## src/rtl/rmmt_pkg.sv

```systemverilog
// Package for the range max/min tree: sizes, value limits, command codes,
// node and memory-port types, and the signed max/min helpers.
// No dependencies.
`default_nettype none
package rmmt_pkg;

   localparam int LEAF_COUNT = 1024;
   localparam int LEAF_BITS  = $clog2(LEAF_COUNT);
   localparam int NODE_COUNT = 2 * LEAF_COUNT;
   localparam int ADDR_BITS  = LEAF_BITS + 1;
   // walk indices must hold NODE_COUNT itself
   localparam int WALK_BITS  = ADDR_BITS + 1;
   localparam int VALUE_BITS = 32;
   localparam int POS_BITS   = 10;

   typedef logic signed [VALUE_BITS-1:0] value_type;
   typedef logic [POS_BITS-1:0]          pos_type;
   typedef logic [ADDR_BITS-1:0]         addr_type;

   localparam value_type VALUE_MAX = {1'b0, {(VALUE_BITS-1){1'b1}}};
   localparam value_type VALUE_MIN = {1'b1, {(VALUE_BITS-1){1'b0}}};

   localparam logic CMD_UPDATE = 1'b0;
   localparam logic CMD_QUERY  = 1'b1;

   typedef struct packed {
      value_type hi;   // node maximum
      value_type lo;   // node minimum
   } node_type;

   typedef struct packed {
      logic     en;
      addr_type addr;
      node_type data;
   } mem_wr_type;

   typedef struct packed {
      logic      valid;
      value_type range_max;
      value_type range_min;
      logic      empty;
   } result_type;

   function automatic value_type max_of(input value_type a, input value_type b);
      return (a < b) ? b : a;
   endfunction

   function automatic value_type min_of(input value_type a, input value_type b);
      return (b < a) ? b : a;
   endfunction

   function automatic node_type merge(input node_type a, input node_type b);
      node_type m;
      m.hi = max_of(a.hi, b.hi);
      m.lo = min_of(a.lo, b.lo);
      return m;
   endfunction

endpackage
`default_nettype wire

```

## src/rtl/rmmt_seq.sv

```systemverilog
// Sequencer: clearing sweep, leaf-to-root update walk, bottom-up range query walk.
// Depends on rmmt_pkg; drives rmmt_node_store.
`default_nettype none
module rmmt_seq
   import rmmt_pkg::*;
(
   input  wire        clock,
   input  wire        reset,
   input  wire        start,
   output logic       busy,
   input  wire        req_command,
   input  pos_type    req_position,
   input  value_type  req_new_value,
   input  pos_type    req_range_low,
   input  pos_type    req_range_high,
   input  pos_type    active_len,
   output mem_wr_type wr,
   output addr_type   rd_a_addr,
   output addr_type   rd_b_addr,
   input  node_type   rd_a_data,
   input  node_type   rd_b_data,
   output result_type res
);

   typedef enum logic [4:0] {
      ST_CLEAR = 5'b00001,
      ST_IDLE  = 5'b00010,
      ST_UPD   = 5'b00100,
      ST_QRY   = 5'b01000,
      ST_DRAIN = 5'b10000
   } state_type;

   state_type              state_ff, state_in;
   logic [WALK_BITS-1:0]   clr_ff, clr_in;
   addr_type               k_ff, k_in;
   node_type               cur_ff, cur_in;
   logic [WALK_BITS-1:0]   l_ff, l_in, r_ff, r_in;
   node_type               acc_ff, acc_in;
   logic                   pend_a_ff, pend_a_in, pend_b_ff, pend_b_in;

   pos_type                top_pos, lo_c, hi_c;
   logic                   q_empty;
   node_type               acc_m, upd_node;
   addr_type               leaf, parent;
   logic [WALK_BITS-1:0]   l_nx, r_nx, r_dec;

   always_comb begin
      top_pos = (32'(active_len) > 32'(LEAF_COUNT - 1)) ? POS_BITS'(LEAF_COUNT - 1)
                                                         : active_len;
      lo_c    = (req_range_low == '0) ? POS_BITS'(1) : req_range_low;
      hi_c    = (req_range_high > top_pos) ? top_pos : req_range_high;
      q_empty = lo_c > hi_c;

      acc_m = acc_ff;
      if (pend_a_ff) acc_m = merge(acc_m, rd_a_data);
      if (pend_b_ff) acc_m = merge(acc_m, rd_b_data);

      leaf     = ADDR_BITS'(LEAF_COUNT) + ADDR_BITS'(req_position);
      parent   = k_ff >> 1;
      upd_node = merge(cur_ff, rd_a_data);
      l_nx     = (l_ff + WALK_BITS'(l_ff[0])) >> 1;
      r_nx     = r_ff >> 1;
      r_dec    = r_ff - WALK_BITS'(1);

      state_in  = state_ff;
      clr_in    = clr_ff;
      k_in      = k_ff;
      cur_in    = cur_ff;
      l_in      = l_ff;
      r_in      = r_ff;
      acc_in    = acc_ff;
      pend_a_in = 1'b0;
      pend_b_in = 1'b0;
      wr        = '0;
      rd_a_addr = '0;
      rd_b_addr = '0;
      res       = '0;

      unique case (state_ff)
         ST_CLEAR: begin
            wr.en   = 1'b1;
            wr.addr = clr_ff[ADDR_BITS-1:0];
            clr_in  = clr_ff + WALK_BITS'(1);
            if (clr_ff == WALK_BITS'(NODE_COUNT - 1)) state_in = ST_IDLE;
         end
         ST_IDLE: begin
            if (start) begin
               if (req_command == CMD_UPDATE) begin
                  if (req_position != '0 && req_position <= top_pos) begin
                     wr.en      = 1'b1;
                     wr.addr    = leaf;
                     wr.data    = '{hi: req_new_value, lo: req_new_value};
                     rd_a_addr  = leaf ^ ADDR_BITS'(1);
                     k_in       = leaf;
                     cur_in     = '{hi: req_new_value, lo: req_new_value};
                     state_in   = ST_UPD;
                  end
               end else if (q_empty) begin
                  res.valid     = 1'b1;
                  res.range_max = VALUE_MIN;
                  res.range_min = VALUE_MAX;
                  res.empty     = 1'b1;
               end else begin
                  l_in     = WALK_BITS'(LEAF_COUNT) + WALK_BITS'(lo_c);
                  r_in     = WALK_BITS'(LEAF_COUNT) + WALK_BITS'(hi_c) + WALK_BITS'(1);
                  acc_in   = '{hi: VALUE_MIN, lo: VALUE_MAX};
                  state_in = ST_QRY;
               end
            end
         end
         ST_UPD: begin
            // sibling arrived; path value is held in cur_ff
            wr.en   = 1'b1;
            wr.addr = parent;
            wr.data = upd_node;
            cur_in  = upd_node;
            k_in    = parent;
            if (parent == ADDR_BITS'(1)) state_in = ST_IDLE;
            else rd_a_addr = parent ^ ADDR_BITS'(1);
         end
         ST_QRY: begin
            acc_in    = acc_m;
            rd_a_addr = l_ff[ADDR_BITS-1:0];
            rd_b_addr = r_dec[ADDR_BITS-1:0];
            pend_a_in = l_ff[0];
            pend_b_in = r_ff[0];
            l_in      = l_nx;
            r_in      = r_nx;
            if (!(l_nx < r_nx)) state_in = ST_DRAIN;
         end
         ST_DRAIN: begin
            res.valid     = 1'b1;
            res.range_max = acc_m.hi;
            res.range_min = acc_m.lo;
            res.empty     = 1'b0;
            state_in      = ST_IDLE;
         end
         default: state_in = ST_CLEAR;
      endcase

      busy = state_ff != ST_IDLE;
   end

   always_ff @(posedge clock) begin
      if (reset) begin
         state_ff  <= ST_CLEAR;
         clr_ff    <= '0;
         pend_a_ff <= 1'b0;
         pend_b_ff <= 1'b0;
      end else begin
         state_ff  <= state_in;
         clr_ff    <= clr_in;
         pend_a_ff <= pend_a_in;
         pend_b_ff <= pend_b_in;
      end
   end

   always_ff @(posedge clock) begin
      k_ff   <= k_in;
      cur_ff <= cur_in;
      l_ff   <= l_in;
      r_ff   <= r_in;
      acc_ff <= acc_in;
   end

endmodule
`default_nettype wire

```

## config.mk

```make
export PLATFORM = sky130hd
export DESIGN_NAME = rmmt_seq
export DESIGN_NICKNAME = d
export VERILOG_FILES = /design/src/rtl/rmmt_pkg.sv /design/src/rtl/rmmt_seq.sv
export SDC_FILE = /design/constraint.sdc
export NUM_CORES = 1
export LEC_CHECK = 0
export BUFFER_PORTS_ARGS = -buffer_cell sky130_fd_sc_hd__clkbuf_2
export CAP_MARGIN = 20
export CORE_ASPECT_RATIO = 1.25
export CORE_MARGIN = 1.5
export CORE_UTILIZATION = 35
export DETAILED_ROUTE_END_ITERATION = 10
export PLACE_DENSITY_LB_ADDON = 0.12
export RECOVER_POWER = 100
export SETUP_SLACK_MARGIN = 0.15
export SYNTH_ARGS = -nofsm -noshare
export SYNTH_HDL_FRONTEND = slang
export SYNTH_SLANG_ARGS = --single-unit
```

## constraint.sdc

```tcl
create_clock -name clock -period 11.3 [get_ports clock]
set_input_delay 0.565 -clock clock [delete_from_list [all_inputs] [get_ports clock]]
set_output_delay 0.565 -clock clock [all_outputs]
set_load 0.01 [all_outputs]
```

**Yosys cells after proc, flatten, opt, wreduce, memory -nomap -nowiden**

Index checks and enable logic that the tools add are counted.

- Reductions and logical operators: 9
- Bitwise operators: 3
- Eq/ne operators: 18
- Multiplexer cells: 53
- Order comparisons: 10
- $add $sub $neg: 7

Operators with widths:

| kind | number |
|---|---|
| $mux W64 | 8 |
| $pmux W64 S2 | 3 |
| $mux W76 | 3 |
| $mux W66 | 3 |
| $lt A32 B32 Y1 | 6 |
| $mux W32 | 6 |
| $pmux W66 S2 | 1 |
| $mux W11 | 7 |
| $mux W12 | 6 |
| $pmux W12 S2 | 2 |
| $pmux W12 S3 | 1 |
| $mux W5 | 7 |
| $pmux W11 S3 | 1 |
| $mux W10 | 3 |
| $pmux W5 S5 | 1 |
| $add A11 B10 Y12 const A | 2 |
| $add A12 B1 Y12 const B | 2 |
| $pmux W11 S2 | 1 |
| $gt A10 B10 Y1 | 2 |
| $ne A2 B2 Y1 const B | 8 |
| $add A12 B1 Y12 | 1 |
| $eq A12 B11 Y1 const B | 1 |
| $add A11 B10 Y11 const A | 1 |
| $lt A11 B11 Y1 | 1 |
| other kinds (18) | 23 |

- Logic and storage cells: 111
- Flip-flop bits (word level): 182
- Input bits: 204
- Output and inout bits: 165

**Depth between registers and ports, before layout**

Gate-level depths: netlist of the first run.

- Depth after elaboration: 8
- Mapped depth: 24
- Mapped depth without buffers: 21

**Worst setup path after synthesis of the first run**

No wires, ideal clock.

- Path type: input to register
- Start point: input port active_len[3]
- End point: register acc_ff[0] (netlist name) (enable)
- Data required time: 10.739 ns
- Arrival: 7.481 ns
- Slack: 3.258 ns
- Setup time: 0.561 ns
- Buffers on the path: 2
- Stages: 17
- Cell sequence: inv_1 > ha_1 > a21o_1 > a21o_1 > a21oi_1 > nor2_1 > o21ai_1 > clkbuf_1 > buf_1 > nor2_1 > a21oi_1 > ha_1 > nor2b_1 > o21ai_0 > and3b_1 > nor2_1 > a21oi_1

- Cells in the longest elaborated chain, start to end: 5

Ends and longest elaborated chain:

| item | line | RTL |
|---|---|---|
| from (decl) | rmmt_seq.sv:16 | `input pos_type active_len,` |
| $gt A10 B10 Y1 | rmmt_seq.sv:51 | `hi_c = (req_range_high > top_pos) ? top_pos : req_range_high;` |
| $mux W10 (*) | rmmt_seq.sv:51 |  |
| $gt A10 B10 Y1 (*) | rmmt_seq.sv:52 | `q_empty = lo_c > hi_c;` |
| $ne A2 B2 Y1 (no line) (*) | n/a |  |
| $reduce_and A4 Y1 (no line) (*) | n/a |  |
| to (signal assigned) | rmmt_seq.sv:163 | `acc_ff <= acc_in;` |
| to (decl) | rmmt_seq.sv:38 | `node_type acc_ff, acc_in;` |

Mark *: on every way between the ends. The rest lies on a longest branch, timed or not.
A chain may end at the register's enable or synchronous reset.

==> results of run 1 <==
[kinds of logic (layout without fill, tap and decap cells)]
kind of cell / after synthesis / after routing / synth area share, %
flip-flops: 180 / 180 / 31.6
other: 0 / 5 / 0
adder cells (fa/ha/maj): 230 / 230 / 17.4
multiplexers: 199 / 199 / 12.5
buffers and inverters: 281 / 610 / 6.50
XOR/XNOR: 37 / 37 / 1.96
AO/OA/AOI/OAI: 399 / 399 / 15.3
AND/OR/NAND/NOR: 544 / 544 / 14.7
[path summary, 6_finish.rpt]
path / slack (ns) / depth (start not counted) / start / endpoint
worst max-delay path: 2.43 / 23 / acc_ff[15] / res[26]
worst min-delay path: 0.44 / 3 / req_position[4] / k_ff[4]
worst max register to register: 3.42 / 21 / acc_ff[15] / acc_ff[31]
worst min register to register: 0.54 / 2 / state_ff[1] / state_ff[1]
[tightest hold or removal path, delay by kind of cell]
kind,cells,cell delay [ns]
buffers and inverters,1,0.12
AND/OR/NAND/NOR,2,0.11
[cell usage in the layout (no fill, tap or decap), types with 4 or more instances in the layout]
master     Yosys  routed
or3_1          6       6
xnor2_1       23      23
a21oi_1      133     133
nand2b_1      12      12
o21ai_0      107     108
nor3_1        19      19
nand3_1       24      24
buf_4          3       5
xor2_1        14      14
nor3b_1        4       4
nand2_1      203     203
clkbuf_16      0      17
mux2i_1      134     134
nor2_1       177     176
a2111oi_0      4       4
mux2_2        65      62
inv_6          0       4
or4_1          4       4
a31oi_1        4       4
or2_2          4       4
ha_1         230     230
a21boi_0      10      10
nor2b_1       14      14
a211oi_1      12      12
a21o_1        51      51
diode_2        0       5
clkbuf_2       0     206
a221o_1       31      31
inv_1        191     190
o21a_1         9       9
a221oi_1       6       6
nor4_1        10      10
and3_1        14      14
dfxtp_1       19      19
edfxtp_1     161     161
nand4_1       40      40
clkbuf_1      75     177
[power breakdown]
group / total (mW) / internal (mW) / switching [mW]
registers: 0.749 / 0.736 / 0.0130
clock network: 0.643 / 0.351 / 0.292
logic: 0.345 / 0.137 / 0.208
[routing by layer]
layer | up-vias | wire [µm]
li1 | 7359 | -
met1 | 7195 | 22400
met2 | 403 | 32200
met3 | 58 | 3900
met4 | 4 | 1300
met5 | - | 25
[state kept, by name, indices dropped and copies added (netlist names)]
register	cells
r_ff	12
pend_b_ff	1
pend_a_ff	1
l_ff	11
k_ff	10
clr_ff	12
state_ff	5
cur_ff	64
acc_ff	64
[final cells by class]
cell class	count	area (µm²)	share of cell area, %
diodes	5	12.5	0.0647
clock buffers	18	429	2.22
clock inverters	14	176	0.912
inverters	191	717	3.71
multi-input cells	1409	10300	53.1
flip-flops and latches	180	5220	27.0
well taps	630	788	4.08
repair buffers	387	1730	8.94
[stage by stage]
step	util (%)	std cells	power, mW
after global placement	41.1	2795	1.11
after detailed placement	41.1	2796	1.12
final	41.7	2834	1.74
after CTS	42.4	2828	1.76
after global routing	41.7	2830	1.81
after floorplan	-	1870	0.965
[synth_stat cells (4+ instances only)]
library cell | instances | area, µm²
mux2_2 | 65 | 732
a2111oi_0 | 4 | 35.0
nand2b_1 | 12 | 75.1
nor2b_1 | 14 | 87.6
nor3_1 | 19 | 95.1
nand2_1 | 203 | 762
o21ai_0 | 107 | 536
a211oi_1 | 12 | 90.1
buf_1 | 6 | 22.5
or4_1 | 4 | 30.0
inv_1 | 191 | 717
a21oi_1 | 133 | 666
xor2_1 | 14 | 123
xnor2_1 | 23 | 201
a21o_1 | 51 | 383
a21boi_0 | 10 | 75.1
nand4_1 | 40 | 250
nor2_1 | 177 | 664
mux2i_1 | 134 | 1340
dfxtp_1 | 19 | 380
nand3_1 | 24 | 120
nor3b_1 | 4 | 30.0
edfxtp_1 | 161 | 4830
a221o_1 | 31 | 310
a221oi_1 | 6 | 52.6
buf_2 | 6 | 30.0
and3_1 | 14 | 87.6
or2_2 | 4 | 25.0
nor4_1 | 10 | 62.6
clkbuf_1 | 75 | 282
or3_1 | 6 | 37.5
a31oi_1 | 4 | 25.0
o21a_1 | 9 | 67.6
ha_1 | 230 | 2880
==> flow_metrics.tcl, run 1 <==
set metrics [dict create \
    status "finished, violations left" \
    violations "max-capacitance violations, max-slew violations" \
    max-slew-margin-rel_pct -162 \
    setup_viol 0 \
    max_stage_delay_ns 1.78 \
    path_cells "inv_1, ha_1, nand4_1, nor4_1, a311oi_1, a21oi_1, or3_1, nand3_1, mux2_1, inv_1, ha_1, nand4_1, or2_2, nor4_1, o21ai_0, nand4_1, a21oi_1, o31ai_4, clkbuf_1, nor2_2, buf_4, a221o_1, clkbuf_1" \
    first_iter_violations 565 \
    cts_buffer_depth 2 \
    required_ns 10.74 \
    cp_top_family "simple AND/OR/NAND/NOR gates" \
    dp_slack_ns 4.16 \
    whs_ns 0.436 \
    io_pins 369 \
    grt_pass1_wl_um 89600 \
    worstPathArrival_ns 8.30 \
    place_congestion 0.887 \
    grt_use_met2_pct 47.3 \
    dp_hpwl_um 49000 \
    core_mm2 0.0464 \
    hold_buffers 0 \
    htreeDepth 4 \
    synth.avg_cell_area_um2 8.84 \
    dieArea_mm2 0.0485 \
    ys_ff_latch 180 \
    drv_slew 586 \
    synthFlopType "edfxtp_1" \
    met1_usage_pct 25.9 \
    fin_nets 2620 \
    yosysSeqAreaShare_pct 31.6 \
    die_y_um 246 \
    cts.sinks 180 \
    clk_latency_ns 0.46 \
    avgRoutedWirePerCell_um 21.1 \
    post_cts_resize_count 0 \
    clkTransAtPathRegs_ns 0.07 \
    dpl_cell_area_mm2 0.0191 \
    path_max_fanout 34 \
    cts_buffers 17 \
    synth_nets 2304 \
    final.period_utilization_pct 78.5 \
    syn_inst 1870 \
    hold_class "primary input to flip-flop" \
    rsz0062_at_grt "false" \
    ys_async_sr_fraction_pct 0 \
    initial_core_util_pct 35.7 \
    synth_area_mm2 0.0165 \
    antenna_left 0 \
    grt.overflow.total 0 \
    track_usage_pct 24.5 \
    crit_path_frequent_cell "nand4_1" \
    cap_violations 15 \
    post_route_cells_drive_above_1_share_pct 14.3 \
    firstDrtPassIters 5 \
    portBuffers 368 \
    synthDistinctLibCells 64 \
    grt_max_degree 97 \
    stdcell_area_mm2 0.0193 \
    max_freq_ghz 0.113 \
    finalWorstSetupSlack_ns 2.43 \
    antenna_found_initial 7 \
    critPathSlowestCell "clkbuf_1" \
    routed_wl_um 59900 \
    syn2layout_area_growth_pct 17.0 \
    die_w_um 197 \
    routed_via_density 5.30 \
    grt_pass1_vias 15600 \
    cts_tree "done" \
    hold_viol 0 \
    num-fill-cells 4833 \
    synth_edf_count 161 \
    path_buf_inv 5 \
    synth_warnings 0 \
    period_needed_ns 8.87 \
    fin_tns_setup_ns 0 \
    grt.busiest_layer "met2" \
    tightest_slew_ns 3.93 \
    critPathCaptureType "output pin" \
    drt_drc_violations_left 0 \
    cts_setup_buffers 0 \
    crit_type "flip-flop to output pin" \
    vias 15000 \
    p_leak_nw 9.41 \
    rows 88 \
    start_kind "flip-flop" \
    cts_root_buf "clkbuf_16" \
    ir_drop_mv 0.108 \
    finalClockSkew_ns 0.00808 \
    p_per_area_mw_per_mm2 89.8 \
    use_met3_pct 5.51 \
]
No activity file was read; power rests on OpenSTA's default activity.
==> run 2: changes to the inputs <==
clock period = 7.7 ns   (was 11.3 ns; I/O delays follow)
==> run 2 against run 1 <==
The run still ends with max-capacitance violations, max-slew violations left. Total power up 45%. First-iteration DRC count up 19%. Final area about the same. Sequential power up 47%. Largest cell class unchanged. Largest power group unchanged.
==> flow_metrics.tcl, run 2 (synthesis gave the netlist of run 1 again) <==
set metrics [dict create \
    status "finished, violations left" \
    violations "max-capacitance violations, max-slew violations" \
    avgRoutedWirePerCell_um 20.6 \
    p_clk_share_pct 36.2 \
    post_cts_resize_count 0 \
    cts_buffers 17 \
    hp-start "req_position[4]" \
    required_ns 7.32 \
    cts_setup_buffers 0 \
    path_max_fanout 31 \
    initial_core_util_pct 35.7 \
    dp_hpwl_um 47800 \
    die_w_um 197 \
    post_route_cells_drive_above_1_share_pct 14.6 \
    whs_ns 0.254 \
    cp_top_family "simple AND/OR/NAND/NOR gates" \
    dpl_cell_area_mm2 0.0191 \
    hold_viol 0 \
    crit_type "flip-flop to output pin" \
    antenna_left 0 \
    vias 15000 \
    crit_path_frequent_cell "nand4_1" \
    period_needed_ns 6.88 \
    die_y_um 246 \
    setup_viol 0 \
    p_comb_share_pct 20.1 \
    holdPathEnd "k_ff[4]" \
    cap_violations 11 \
    seqPwrFrac_pct 43.6 \
    place_inst 2799 \
    p_int_mw 1.73 \
    swShare_pct 31.1 \
    path_cells "inv_1, ha_1, nand4_1, nor4_1, nand2_1, a21oi_1, or3_1, nand3_1, mux2_2, inv_1, ha_1, nand4_1, or2_2, nor4_1, o21ai_0, nand4_1, a21oi_1, o31ai_4, nor2_2, clkbuf_2, a221o_1, clkbuf_1" \
    cts_buffer_depth 2 \
    p_per_area_mw_per_mm2 130 \
    critPathSlowestCell "nor4_1" \
    start_kind "flip-flop" \
    path_buf_inv 4 \
    cts_root_buf "clkbuf_16" \
    stdcell_count 2833 \
    tightest_slew_ns 3.17 \
    place_congestion 0.930 \
    worstPathArrival_ns 6.50 \
    rsz0062_at_grt "false" \
    p_sw_mw 0.783 \
    rr_endpoint "acc_ff[22]" \
    final.period_utilization_pct 89.4 \
    dp_slack_ns 1.17 \
    firstDrtPassIters 7 \
    fin_nets 2622 \
    finalWorstSetupSlack_ns 0.817 \
    grt_pass1_wl_um 87500 \
    num-fill-cells 4871 \
    critPathLaunch "acc_ff[31]" \
    syn2layout_area_growth_pct 17.0 \
    io_pins 369 \
    hold_class "primary input to flip-flop" \
    clkTransAtPathRegs_ns 0.08 \
    clk_latency_ns 0.46 \
    final-seq-area_mm2 0.00522 \
    max_stage_delay_ns 0.67 \
    grt_pass1_vias 15500 \
    hold_buffers 0 \
    drt_drc_violations_left 0 \
    drv_slew 490 \
    rows 88 \
    grt_max_degree 97 \
    fin_tns_setup_ns 0 \
    p_total_mw 2.52 \
    multi_input_area_mm2 0.0103 \
    ir_drop_mv 0.170 \
    reg2reg_setup_slack_ns 1.24 \
    portBuffers 368 \
    rr_worst_depth 21 \
    critPathCaptureType "output pin" \
    p_leak_nw 9.43 \
    reg_top3 "acc_ff: 64 flops, cur_ff: 64 flops" \
    cts_tree "done" \
    max-slew-margin-rel_pct -111 \
    stdcell_area_mm2 0.0193 \
    track_usage_pct 23.9 \
    min_path_cells 3 \
    post-route-util_pct 41.7 \
    first_iter_violations 673 \
    layout_common_cells "ha_1 (230), clkbuf_2 (208), nand2_1 (203)" \
    final_common_cell "ha_1" \
    routed_via_density 5.28 \
    finalClockSkew_ns 0.0103 \
    core_mm2 0.0464 \
    max_freq_ghz 0.145 \
    htreeDepth 4 \
    routed_wl_um 58400 \
    dieArea_mm2 0.0485 \
    cts.sinks 180 \
    grt.overflow.total 0 \
    antenna_found_initial 5 \
    r2r_start "acc_ff[31]" \
]
[run 2: area by class of cell]
class / count / area share (%)
antenna: 2 / 0.0259
sequential: 180 / 27.0
inverter: 191 / 3.71
clock inverter: 14 / 0.673
clock buffer: 18 / 2.33
tap: 630 / 4.08
multi-input combinational: 1409 / 53.2
timing repair buffer: 389 / 9.04
[run 2: how the worst max path moves through the flow]
stage	endpoint	slack [ns]	depth (start not counted)
finish	res[20]	0.82	22
global route	res[20]	0.28	22
CTS	res[38]	0.86	23
detailed placement	res[38]	1.17	25
global placement	res[62]	1.42	25
floorplan	acc_ff[0]	1.81	17
[run 2: routing by layer]
layer	wire length (µm)	global-route usage (%)	vias up
met5	28	0	-
met4	1670	8.53	4
met2	30400	44.6	409
li1	-	-	7359
met3	3590	4.99	83
met1	22600	26.4	7095
[run 2: power by group through the flow]
stage,Clock (mW),Combinational (mW),Sequential [mW]
6_report,0.912,0.506,1.10
5_1_grt,0.968,0.569,1.10
4_1_cts,0.934,0.519,1.10
3_5_place_dp,0,0.515,1.12
3_3_place_gp,0,0.508,1.12
2_1_floorplan,0,0.303,1.11
[run 2: worst reg2reg max path, cell delays in order (launching register included)]
cell and delay (ns):
edfxtp_1 0.35, inv_1 0.05, ha_1 0.32, nand4_1 0.19, nor4_1 0.40, nand2_1 0.17, a21oi_1 0.26, or3_1 0.15
nand3_1 0.35, mux2_2 0.40, inv_1 0.05, ha_1 0.32, nand4_1 0.10, or2_2 0.32, nor4_1 0.67, o21ai_0 0.33
nand4_1 0.20, a21oi_1 0.11, o31ai_4 0.19, clkbuf_2 0.78, mux2i_1 0.30, nand2_1 0.08
